`src/rtl/phagc_pkg.sv`:
```
`default_nettype none

package phagc_pkg;

  // Field widths
  localparam int unsigned PeakW  = 16;
  localparam int unsigned GainW  = 32;
  localparam int unsigned HangW  = 16;
  localparam int unsigned RampW  = 17;
  localparam int unsigned RampFracW = 16;
  localparam int unsigned ProdW  = GainW + RampW;

  // Stream and register port widths
  localparam int unsigned InDataW  = 16;
  localparam int unsigned OutDataW = 32;
  localparam int unsigned OutUserW = 2;
  localparam int unsigned ApbDataW = 32;
  localparam int unsigned ApbAddrW = 4;

  // Depth of the peak ring
  localparam int unsigned AttackTicksDefault = 2;

  // Restoring divider: one quotient bit per step
  localparam int unsigned DivSteps = GainW;
  localparam int unsigned DivCntW  = $clog2(DivSteps);

  // Register reset values
  localparam logic [PeakW-1:0] NominalReset = 16'd16384;
  localparam logic [HangW-1:0] HangReset    = 16'd30;
  localparam logic [RampW-1:0] RampReset    = 17'd68813;
  localparam logic [GainW-1:0] MaxGainReset = 32'd33554432;
  localparam logic [GainW-1:0] GainUnity    = 32'd16777216;

  typedef enum logic [1:0] {
    RegNominal = 2'd0,
    RegHang    = 2'd1,
    RegRamp    = 2'd2,
    RegMaxGain = 2'd3
  } reg_idx_e;

endpackage

`default_nettype wire

```
`src/rtl/peak_hang_agc_top.sv`:
```
`default_nettype none

// Peak-hang AGC. Each input word is one tick carrying the peak output magnitude
// (Q1.15). The block keeps the last ATTACK_TICKS peaks, a hang counter and a
// Q8.24 gain. When every stored peak is above the nominal level, or some are
// and the hang time has run out, the gain is scaled by nominal / largest peak
// (floored, never below 1 LSB) and the hang counter clears; otherwise a peak
// below nominal advances the hang counter. Once the hang time is reached the
// gain is multiplied by ramp_factor (Q1.16), and finally clamped to max_gain.
// Each result word gives the new gain plus the attack and ramp flags.
// The peak scan visits one ring entry per cycle, one shared 32x17 multiplier
// serves the attack product and the ramp, and the attack division runs one
// quotient bit per cycle. A result that the sink does not take holds the
// sequencer in its last step. The input side is ready only while the
// sequencer is idle; a finished result sits in the output register and the
// next word is taken while it waits. Registers are to be written over the
// APB port only while the block is idle; the block itself does not enforce
// this. Map: 0x0 nominal_level, 0x4 hang_ticks, 0x8 ramp_factor, 0xC max_gain.
module peak_hang_agc_top #(
  parameter int unsigned ATTACK_TICKS = phagc_pkg::AttackTicksDefault
) (
  input  wire logic                           clk_i,
  input  wire logic                           rst_ni,
  // input stream: [15:0] peak_level
  input  wire logic                           s_axis_tvalid_i,
  output logic                                s_axis_tready_o,
  input  wire logic [phagc_pkg::InDataW-1:0]  s_axis_tdata_i,
  // output stream: tdata [31:0] applied_gain
  output logic                                m_axis_tvalid_o,
  input  wire logic                           m_axis_tready_i,
  output logic [phagc_pkg::OutDataW-1:0]      m_axis_tdata_o,
  // tuser [0] gain_reduced, [1] ramping
  output logic [phagc_pkg::OutUserW-1:0]      m_axis_tuser_o,
  // register port
  input  wire logic                           psel,
  input  wire logic                           penable,
  input  wire logic                           pwrite,
  input  wire logic [phagc_pkg::ApbAddrW-1:0] paddr,
  input  wire logic [phagc_pkg::ApbDataW-1:0] pwdata,
  output logic [phagc_pkg::ApbDataW-1:0]      prdata,
  output logic                                pready
);

  localparam int unsigned SlotW = (ATTACK_TICKS > 1) ? $clog2(ATTACK_TICKS) : 1;
  localparam logic [SlotW-1:0] LastSlot = SlotW'(ATTACK_TICKS - 1);

  localparam int unsigned PeakW = phagc_pkg::PeakW;
  localparam int unsigned GainW = phagc_pkg::GainW;
  localparam int unsigned HangW = phagc_pkg::HangW;
  localparam int unsigned RampW = phagc_pkg::RampW;
  localparam int unsigned ProdW = phagc_pkg::ProdW;
  localparam int unsigned FracW = phagc_pkg::RampFracW;
  localparam int unsigned CntW  = phagc_pkg::DivCntW;
  localparam logic [CntW-1:0] DivLast = CntW'(phagc_pkg::DivSteps - 1);

  typedef enum logic [3:0] {
    ST_IDLE,
    ST_SCAN,
    ST_DECIDE,
    ST_MUL_ATT,
    ST_DIV,
    ST_ATT_FIX,
    ST_RAMP_CHK,
    ST_MUL_RAMP,
    ST_RAMP_FIX,
    ST_CLAMP
  } state_e;

  // ---------------------------------------------------------------------------
  // Configuration registers
  // ---------------------------------------------------------------------------
  logic [PeakW-1:0] nominal_q;
  logic [HangW-1:0] hang_ticks_q;
  logic [RampW-1:0] ramp_factor_q;
  logic [GainW-1:0] max_gain_q;
  logic             cfg_we;
  phagc_pkg::reg_idx_e cfg_idx;

  assign pready  = 1'b1;
  assign cfg_we  = psel && penable && pwrite;
  assign cfg_idx = phagc_pkg::reg_idx_e'(paddr[3:2]);

  always_ff @(posedge clk_i or negedge rst_ni) begin
    if (!rst_ni) begin
      nominal_q     <= phagc_pkg::NominalReset;
      hang_ticks_q  <= phagc_pkg::HangReset;
      ramp_factor_q <= phagc_pkg::RampReset;
      max_gain_q    <= phagc_pkg::MaxGainReset;
    end else if (cfg_we) begin
      case (cfg_idx)
        phagc_pkg::RegNominal: nominal_q     <= pwdata[PeakW-1:0];
        phagc_pkg::RegHang:    hang_ticks_q  <= pwdata[HangW-1:0];
        phagc_pkg::RegRamp:    ramp_factor_q <= pwdata[RampW-1:0];
        phagc_pkg::RegMaxGain: max_gain_q    <= pwdata[GainW-1:0];
        default: ;
      endcase
    end
  end

  always_comb begin
    case (cfg_idx)
      phagc_pkg::RegNominal: prdata = {16'd0, nominal_q};
      phagc_pkg::RegHang:    prdata = {16'd0, hang_ticks_q};
      phagc_pkg::RegRamp:    prdata = {15'd0, ramp_factor_q};
      phagc_pkg::RegMaxGain: prdata = max_gain_q;
      default:               prdata = '0;
    endcase
  end

  // ---------------------------------------------------------------------------
  // Sequencer state and datapath registers
  // ---------------------------------------------------------------------------
  state_e           state_q;
  logic [PeakW-1:0] peaks_q [ATTACK_TICKS];
  logic [SlotW-1:0] slot_q;
  logic [SlotW-1:0] scan_q;
  logic [HangW-1:0] hang_q;
  logic [GainW-1:0] gain_q;
  logic [PeakW-1:0] peak_q;
  logic [PeakW-1:0] largest_q;
  logic             all_above_q;
  logic             any_above_q;
  logic             reduced_q;
  logic             ramped_q;
  logic [PeakW-1:0] rem_q;
  logic [GainW-1:0] quo_q;
  logic [CntW-1:0]  div_cnt_q;
  logic [ProdW-FracW-1:0] ramp_prod_q;
  logic             out_valid_q;
  logic [GainW-1:0] out_gain_q;
  logic             out_reduced_q;
  logic             out_ramped_q;

  logic             in_accept;
  logic             hang_expired;
  logic [PeakW-1:0] scan_peak;
  logic             scan_above;
  logic [RampW-1:0] mul_b;
  logic [ProdW-1:0] mul_p;
  logic [PeakW:0]   div_trial;
  logic             div_ge;
  logic [PeakW:0]   div_diff;
  logic [GainW-1:0] gain_clamped;

  assign in_accept    = s_axis_tvalid_i && s_axis_tready_o;
  assign hang_expired = (hang_q >= hang_ticks_q);
  assign scan_peak    = peaks_q[scan_q];
  assign scan_above   = (scan_peak > nominal_q);

  // Shared multiplier: nominal for the attack product, ramp factor otherwise
  assign mul_b = (state_q == ST_MUL_ATT) ? {1'b0, nominal_q} : ramp_factor_q;
  assign mul_p = ProdW'(gain_q) * ProdW'(mul_b);

  // One restoring division step; remainder always stays below the divisor
  assign div_trial = {rem_q, quo_q[GainW-1]};
  assign div_ge    = (div_trial >= {1'b0, largest_q});
  assign div_diff  = div_trial - {1'b0, largest_q};

  always_comb begin
    gain_clamped = (gain_q > max_gain_q) ? max_gain_q : gain_q;
    if (gain_clamped == '0) begin
      gain_clamped = GainW'(1);
    end
  end

  always_ff @(posedge clk_i or negedge rst_ni) begin
    if (!rst_ni) begin
      state_q     <= ST_IDLE;
      for (int i = 0; i < ATTACK_TICKS; i++) begin
        peaks_q[i] <= '0;
      end
      slot_q        <= '0;
      scan_q        <= '0;
      hang_q        <= '0;
      gain_q        <= phagc_pkg::GainUnity;
      peak_q        <= '0;
      largest_q     <= '0;
      all_above_q   <= 1'b0;
      any_above_q   <= 1'b0;
      reduced_q     <= 1'b0;
      ramped_q      <= 1'b0;
      rem_q         <= '0;
      quo_q         <= '0;
      div_cnt_q     <= '0;
      ramp_prod_q   <= '0;
      out_valid_q   <= 1'b0;
      out_gain_q    <= '0;
      out_reduced_q <= 1'b0;
      out_ramped_q  <= 1'b0;
    end else begin
      // drop the result once the sink takes it; the last step refills it itself
      if (out_valid_q && m_axis_tready_i && (state_q != ST_CLAMP)) begin
        out_valid_q <= 1'b0;
      end

      case (state_q)
        ST_IDLE: begin
          if (in_accept) begin
            // store the peak and advance the ring slot
            peaks_q[slot_q] <= s_axis_tdata_i[PeakW-1:0];
            slot_q          <= (slot_q == LastSlot) ? '0 : slot_q + SlotW'(1);
            peak_q          <= s_axis_tdata_i[PeakW-1:0];
            scan_q          <= '0;
            all_above_q     <= 1'b1;
            any_above_q     <= 1'b0;
            largest_q       <= '0;
            reduced_q       <= 1'b0;
            ramped_q        <= 1'b0;
            state_q         <= ST_SCAN;
          end
        end

        ST_SCAN: begin
          // one ring entry per cycle: above-nominal flags and running maximum
          all_above_q <= all_above_q && scan_above;
          any_above_q <= any_above_q || scan_above;
          if (scan_peak > largest_q) begin
            largest_q <= scan_peak;
          end
          if (scan_q == LastSlot) begin
            state_q <= ST_DECIDE;
          end else begin
            scan_q <= scan_q + SlotW'(1);
          end
        end

        ST_DECIDE: begin
          if (all_above_q || (any_above_q && hang_expired)) begin
            hang_q    <= '0;
            reduced_q <= 1'b1;
            state_q   <= ST_MUL_ATT;
          end else begin
            if ((peak_q < nominal_q) && (hang_q != '1)) begin
              hang_q <= hang_q + HangW'(1);
            end
            state_q <= ST_RAMP_CHK;
          end
        end

        ST_MUL_ATT: begin
          // gain * nominal < 2^32 * largest, so the quotient fits in 32 bits
          rem_q     <= mul_p[GainW+PeakW-1:GainW];
          quo_q     <= mul_p[GainW-1:0];
          div_cnt_q <= '0;
          state_q   <= ST_DIV;
        end

        ST_DIV: begin
          rem_q     <= div_ge ? div_diff[PeakW-1:0] : div_trial[PeakW-1:0];
          quo_q     <= {quo_q[GainW-2:0], div_ge};
          div_cnt_q <= div_cnt_q + CntW'(1);
          if (div_cnt_q == DivLast) begin
            state_q <= ST_ATT_FIX;
          end
        end

        ST_ATT_FIX: begin
          gain_q  <= (quo_q == '0) ? GainW'(1) : quo_q;
          state_q <= ST_RAMP_CHK;
        end

        ST_RAMP_CHK: begin
          if (hang_expired) begin
            ramped_q <= 1'b1;
            state_q  <= ST_MUL_RAMP;
          end else begin
            state_q <= ST_CLAMP;
          end
        end

        ST_MUL_RAMP: begin
          ramp_prod_q <= mul_p[ProdW-1:FracW];
          state_q     <= ST_RAMP_FIX;
        end

        ST_RAMP_FIX: begin
          // saturate to 32 bits, floor at 1 LSB
          if (ramp_prod_q[GainW]) begin
            gain_q <= '1;
          end else if (ramp_prod_q[GainW-1:0] == '0) begin
            gain_q <= GainW'(1);
          end else begin
            gain_q <= ramp_prod_q[GainW-1:0];
          end
          state_q <= ST_CLAMP;
        end

        ST_CLAMP: begin
          // hold until the output register is free
          if (!out_valid_q || m_axis_tready_i) begin
            gain_q        <= gain_clamped;
            out_gain_q    <= gain_clamped;
            out_reduced_q <= reduced_q;
            out_ramped_q  <= ramped_q;
            out_valid_q   <= 1'b1;
            state_q       <= ST_IDLE;
          end
        end

        default: state_q <= ST_IDLE;
      endcase
    end
  end

  assign s_axis_tready_o = (state_q == ST_IDLE);
  assign m_axis_tvalid_o = out_valid_q;
  assign m_axis_tdata_o  = out_gain_q;
  assign m_axis_tuser_o  = {out_ramped_q, out_reduced_q};

`ifndef NO_ASSERTIONS
  // the division remainder never reaches the divisor
  a_div_rem: assert property (@(posedge clk_i) disable iff (!rst_ni)
    state_q == ST_DIV |-> rem_q < largest_q)
    else $error("divider remainder out of range");

  // an attack needs a nonzero largest peak above nominal
  a_att_div: assert property (@(posedge clk_i) disable iff (!rst_ni)
    state_q == ST_MUL_ATT |-> largest_q > nominal_q)
    else $error("attack without a peak above nominal");

  // a delivered gain is never zero and never above the ceiling, unless the ceiling is zero
  a_gain_rng: assert property (@(posedge clk_i) disable iff (!rst_ni)
    m_axis_tvalid_o |-> (m_axis_tdata_o != '0) &&
                        ((m_axis_tdata_o <= max_gain_q) || (max_gain_q == '0)))
    else $error("applied gain out of range");

  // an accepted word starts the scan and blocks further input
  a_busy: assert property (@(posedge clk_i) disable iff (!rst_ni)
    in_accept |=> !s_axis_tready_o && state_q == ST_SCAN)
    else $error("input taken while busy");
`endif

endmodule

`default_nettype wire
```
`config.mk`:
```
export PLATFORM = sky130hd
export DESIGN_NAME = peak_hang_agc_top
export DESIGN_NICKNAME = d
export VERILOG_FILES = /design/src/rtl/phagc_pkg.sv /design/src/rtl/peak_hang_agc_top.sv
export SDC_FILE = /design/constraint.sdc
export NUM_CORES = 2
export LEC_CHECK = 0
export BUFFER_PORTS_ARGS = -buffer_cell sky130_fd_sc_hd__buf_2
export CAP_MARGIN = 10
export CORE_UTILIZATION = 40
export CTS_CLUSTER_SIZE = 25
export DETAILED_ROUTE_END_ITERATION = 8
export SLEW_MARGIN = 10
export SYNTH_ARGS = -nofsm -noshare
export SYNTH_HDL_FRONTEND = slang
export SYNTH_SLANG_ARGS = --single-unit
```
`constraint.sdc`:
```
create_clock -name clk_i -period 12.2 [get_ports clk_i]
set_input_delay 2.44 -clock clk_i [delete_from_list [all_inputs] [get_ports clk_i]]
set_output_delay 2.44 -clock clk_i [all_outputs]
set_load 0.02 [all_outputs]
```
-- After elaboration in Yosys (flattened, before gate mapping)
Cells that the tools add are included.
W data, S select, Z words.
- $add $sub $neg: 5
- multipliers: 1
- $lt $le $gt $ge: 9
- equality and inequality tests: 22
- multiplexer cells: 45
- bitwise operators: 2
- reduce and logical (&&, ||, !) cells: 37
- operators by type and width (kind ; count):
    $mux W32 ; 6
    $mux W16 ; 9
    $pmux W32 S4 ; 1
    $logic_not A32 Y1 ; 3
    $pmux W32 S3 ; 1
    $pmux W16 S2 ; 2
    $pmux W32 S2 ; 1
    $mul A32 B17 Y49 ; 1
    $pmux W4 S10 ; 1
    $bwmux W32 ; 1
    $gt A16 B16 Y1 ; 2
    $gt A32 B32 Y1 ; 1
    $mux W4 ; 5
    $reduce_and A2 Y1 ; 9
    $ge A17 B16 Y1 ; 1
    $mux W17 ; 1
    $add A16 B1 Y16 const B ; 1
    $demux W16 S1 ; 1
    $eq A4 B3 Y1 const B ; 4
    $ge A16 B16 Y1 ; 1
    $lt A16 B16 Y1 ; 1
    $ne A16 B16 Y1 const B ; 1
    $sub A16 B16 Y16 ; 1
    $ne A2 B2 Y1 const B ; 6
    other kinds (26) ; 60
- register bits: 324
- output and inout bits: 69
- word-level logic and storage cells: 146

-- Logic depth before layout (Yosys ltp)
- depth after elaboration: 7
- gate-level depth with buffers: 30
- gate-level depth less buffers: 28

-- Worst setup path before layout
Ideal clock, no wire load.
- path type: reg2reg
- from: reg state_q[0]
- to: reg ramp_prod_q[31]
- library setup time: 0.137 ns
- arrival time: 6.909 ns
- slack: 5.154 ns
- stages on the path, launching flop included: 29
- period minus slack after synthesis: 7.046 ns
- cells stage by stage: dfrtp_1 clkbuf_1 nand3_1 clkbuf_1 o21ai_0 clkbuf_1 nand2_1 fa_1 inv_1 fa_1 inv_1 fa_1 inv_1 fa_1 fa_1 inv_1 fa_1 inv_1 ha_1 buf_2 nand2_1 nor2_1 nand3_1 nor3_1 o211a_4 nor2_2 o41ai_2 mux2i_1 o311ai_1
- word-level cells in the longest chain between the ends: 3
- elaborated cells between the ends (all ways): 4
- RTL lines (element ; line ; source):
    from (decl) ; peak_hang_agc_top.sv:113 ; state_e state_q;
    from (signal assigned) ; peak_hang_agc_top.sv:168 ; state_q <= ST_IDLE;
    from (signal assigned) ; peak_hang_agc_top.sv:209 ; state_q <= ST_SCAN;
    from (signal assigned) ; peak_hang_agc_top.sv:221 ; state_q <= ST_DECIDE;
    $eq A4 B2 Y1 ; peak_hang_agc_top.sv:151 ; assign mul_b = (state_q == ST_MUL_ATT) ? {1'b0, nominal_q} : ramp_factor_q;
    $mux W17 ; peak_hang_agc_top.sv:151 ;
    $mul A32 B17 Y49 ; peak_hang_agc_top.sv:152 ; assign mul_p = ProdW'(gain_q) * ProdW'(mul_b);
    to (signal assigned) ; peak_hang_agc_top.sv:272 ; ramp_prod_q <= mul_p[ProdW-1:FracW];
    to (decl) ; peak_hang_agc_top.sv:128 ; logic [ProdW-FracW-1:0] ramp_prod_q;
Parallel ways exist; a longest one is shown, timed or not.
A chain may end at the register's enable or synchronous reset.

-- Worst setup path after layout
- from: reg state_q[3]
- to: reg rem_q[4]
- word-level cells in the longest chain between the ends: 4
- elaborated cells between the ends (all ways): 6
- RTL lines (element ; line ; source):
    $eq A4 B2 Y1 ; peak_hang_agc_top.sv:151, peak_hang_agc_top.sv:196 ;
    $mux W17 ; peak_hang_agc_top.sv:151 ;
    $mul A32 B17 Y49 ; peak_hang_agc_top.sv:152 ;
    $pmux W16 S2 ; peak_hang_agc_top.sv:196 ; case (state_q)
    to (signal assigned) ; peak_hang_agc_top.sv:242 ; rem_q <= mul_p[GainW+PeakW-1:GainW];
    to (signal assigned) ; peak_hang_agc_top.sv:249 ; rem_q <= div_ge ? div_diff[PeakW-1:0] : div_trial[PeakW-1:0];
    to (decl) ; peak_hang_agc_top.sv:125 ; logic [PeakW-1:0] rem_q;
Parallel ways exist; a longest one is shown, timed or not.

==> impl_metrics.py <==
metrics = {
    "status": {
        "status": "finished, final reports clean",
    },
    "setup_path": {
        "path_depth": 25,
        "critPathMaxFanout": 46,
        "path_delay_family": "adder cells",
        "cpMaxStageDelayCell": "o21ai_4",
        "worstSetupStartpointType": "flip-flop",
        "cp_num_buf_inv": 4,
        "worstSetupPathType": "flip-flop to flip-flop",
        "cpMostUsedCell": "fa_1",
        "rr_worst_depth": 25,
        "arrival_ps": 9060,
        "worstPathRequired_ps": 12590,
        "cpPeakStageDelay_ps": 1070,
        "reg2reg_slack_ps": 3530,
        "critPathCaptureType": "flip-flop",
    },
    "grt": {
        "grt_max_degree": 144,
        "grt_pass1_vias": 27100,
        "antenna_found_initial": 2,
        "track_usage_pct": 23.42,
        "overflow": 0,
        "grt_pass1_wl_um": 161700,
    },
    "logic_synthesis": {
        "synth_seq_cells": 324,
        "synth-compound-area-share_pct": 11.39,
        "synth-xor-area-share_pct": 1.643,
        "netlist_area_um2": 35180,
        "seq_area_frac_synth_pct": 23.10,
        "synthCells": 3807,
        "synth_adder_area_share_pct": 34.04,
        "yosys.area_share.simple_pct": 15.07,
        "syn-mean-instance-area_um2": 9.240,
        "async_flop_share_pct": 100.0,
        "syn_nets": 4553,
        "synth_edf_count": 0,
        "synth_mux_area_share_pct": 5.737,
        "synth_flop_cell": "dfrtp_1",
        "yosysUniqueCellTypes": 84,
        "synth_top_family_by_area": "adder cells",
        "ys_warn_count": 0,
    },
    "route": {
        "drc": 0,
        "drtPass1Iterations": 6,
        "wl_per_cell_um": 20.48,
        "drt_iter0_drc": 2104,
        "drt.antenna.violating_nets": 0,
        "routed_via_density": 5.404,
        "vias": 26990,
        "wirelength_um": 102300,
    },
    "placement": {
        "dp_hpwl_um": 75790,
        "portBuffers": 124,
        "gp_congestion": 0.9134,
    },
    "die": {
        "die_area_um2": 89140,
        "initial_utilization_pct": 40.49,
        "fp-row-count": 108,
        "boundaryPins": 128,
        "chipWidth_um": 298.6,
        "core-area_um2": 86890,
        "die_h_um": 298.6,
    },
    "clocking": {
        "cts_root_buf": "clkbuf_16",
        "tritoncts": "yes",
        "holdBufCountCts": 0,
        "cts_max_level": 2,
        "insertion_delay_ps": 550,
        "cts_setup_buffers": 0,
        "cts-buffers-inserted": 35,
        "clk_path_buf_depth": 3,
        "path_clk_slew_ps": 60,
        "clock_sinks": 324,
        "cts_resized": 0,
    },
    "timing": {
        "finClkSkew_ps": 24.78,
        "worst_pin_slew_ps": 1117,
        "hold_ws_ps": 474.5,
        "fmax_mhz": 115.4,
        "setup_viol": 0,
        "setup-tns-final_ps": 0,
        "finalMaxSlewViolations": 0,
        "grt_setup_unrepaired": "no",
        "max-slew-margin-rel_pct": 25.13,
        "finalHoldViolCount": 0,
        "period_share_pct": 71.03,
        "min_period_ps": 8665,
    },
    "cells_and_area": {
        "finalNetCount": 4557,
        "fillers": 8425,
        "drive_gt1_share_pct": 12.28,
        "area_delta_synth_final_pct": 8.455,
    },
    "min_path": {
        "hold_depth": 2,
        "hp-class": "flip-flop to flip-flop",
    },
    "job": {
        "max_cap_viol_count": 0,
    },
}
cells in the final DEF, fill, tap and decap left out, types with 78 or more instances in the layout:
cell and instances:
a21oi_1 78, and2_1 186, buf_2 123, dfrtp_1 309, fa_1 450, ha_1 237
inv_1 609, mux2_2 109, nand2_1 633, nor2_1 112, o21ai_0 182
area by class of cell:
class / instances / area [µm²] / area share (%)
diodes: 2 / 5.005 / 0.01312
clock buffers: 44 / 950.9 / 2.492
clock inverters: 19 / 219.0 / 0.5739
repair buffers: 184 / 1114 / 2.919
flip-flops and latches: 324 / 8127 / 21.30
inverters: 609 / 2286 / 5.992
multi-input cells: 2657 / 24010 / 62.92
well taps: 1155 / 1445 / 3.788
logic make-up (layout without fill, tap and decap cells):
logic type	Yosys count	in the layout
compound gates	587	587
xor+xnor	66	66
fa+ha+maj	687	687
buf+inv	826	856
flops	324	324
mux	168	168
other cells	1	3
simple gates	1148	1148
Yosys cell counts, drive strengths merged, types with 33 or more instances:
cell type | count | share of area [%]
and2 | 187 | 3.3
a22oi | 33 | 0.70
nor4 | 33 | 0.59
fa | 450 | 26
o21a | 52 | 1.1
o21ai | 250 | 3.6
xnor2 | 36 | 0.90
mux2 | 109 | 3.5
ha | 237 | 8.4
nor2 | 115 | 1.2
nand4 | 41 | 0.73
a21o | 49 | 1.0
a221oi | 35 | 1.4
mux2i | 43 | 1.2
clkbuf | 191 | 2.0
a21oi | 81 | 1.2
nand2 | 634 | 6.8
dfrtp | 309 | 22
inv | 609 | 6.5
registers in the layout, indices dropped and copies added (netlist names), 17 cells and up:
register	flops
ramp_prod_q	33
gain_q	32
m_axis_tdata_o	32
max_gain_q	32
peaks_q	32
quo_q	32
ramp_factor_q	17
worst reg2reg max path: stages, from the launching register on:
cell and delay [ps]:
dfrtp_1 460, nor2_1 360, nand3_4 610, o21ai_4 1110, and2_1 310, fa_1 420, inv_1 80, fa_1 440
fa_1 510, inv_1 50, fa_1 510, fa_1 510, inv_1 50, fa_1 480, inv_1 40, ha_1 370
a21oi_1 260, nand2_1 80, a221oi_1 380, or3_1 180, nand2_1 50, o21ai_1 340, o21ai_1 170, o21ai_1 130
xor2_1 450, o221ai_1 170
final timing paths:
path,start,endpoint
worst max-delay path,state_q[3]$_DFFE_PN0P_,rem_q[4]$_DFFE_PN0P_
worst min-delay path,m_axis_tdata_o[5]$_DFFE_PN0P_,m_axis_tdata_o[5]$_DFFE_PN0P_
worst max register to register,state_q[3]$_DFFE_PN0P_,rem_q[4]$_DFFE_PN0P_
worst min register to register,m_axis_tdata_o[5]$_DFFE_PN0P_,m_axis_tdata_o[5]$_DFFE_PN0P_
max in group asynchronous,rst_ni,gain_q[21]$_DFFE_PN0P_
min in group asynchronous,rst_ni,m_axis_tdata_o[5]$_DFFE_PN0P_
per-stage QoR:
step | util [%] | cell area [µm²] | std cells | setup slack [ps]
4_1_cts | 43.87 | 38120 | 4991 | 3497
3_3_place_gp | 42.52 | 36950 | 4928 | 3528
2_1_floorplan | - | 35180 | 3807 | 5154
3_5_place_dp | 42.52 | 36950 | 4928 | 3540
6_report | 43.91 | 38150 | 4994 | 3535
5_1_grt | 43.90 | 38150 | 4992 | 3065
per-layer routing:
metal  global-route usage (%)  share of wire [%]  up-vias
li1                         -                  -    12210
met1                    33.31                 45    13860
met2                    37.58                 47      778
met3                    2.683                5.6      143
met4                    6.764                2.7        0
met5                        0                  0        -
Power is not shown: default switching activity piles up to over one toggle a cycle in this logic, so the estimate is an artifact.
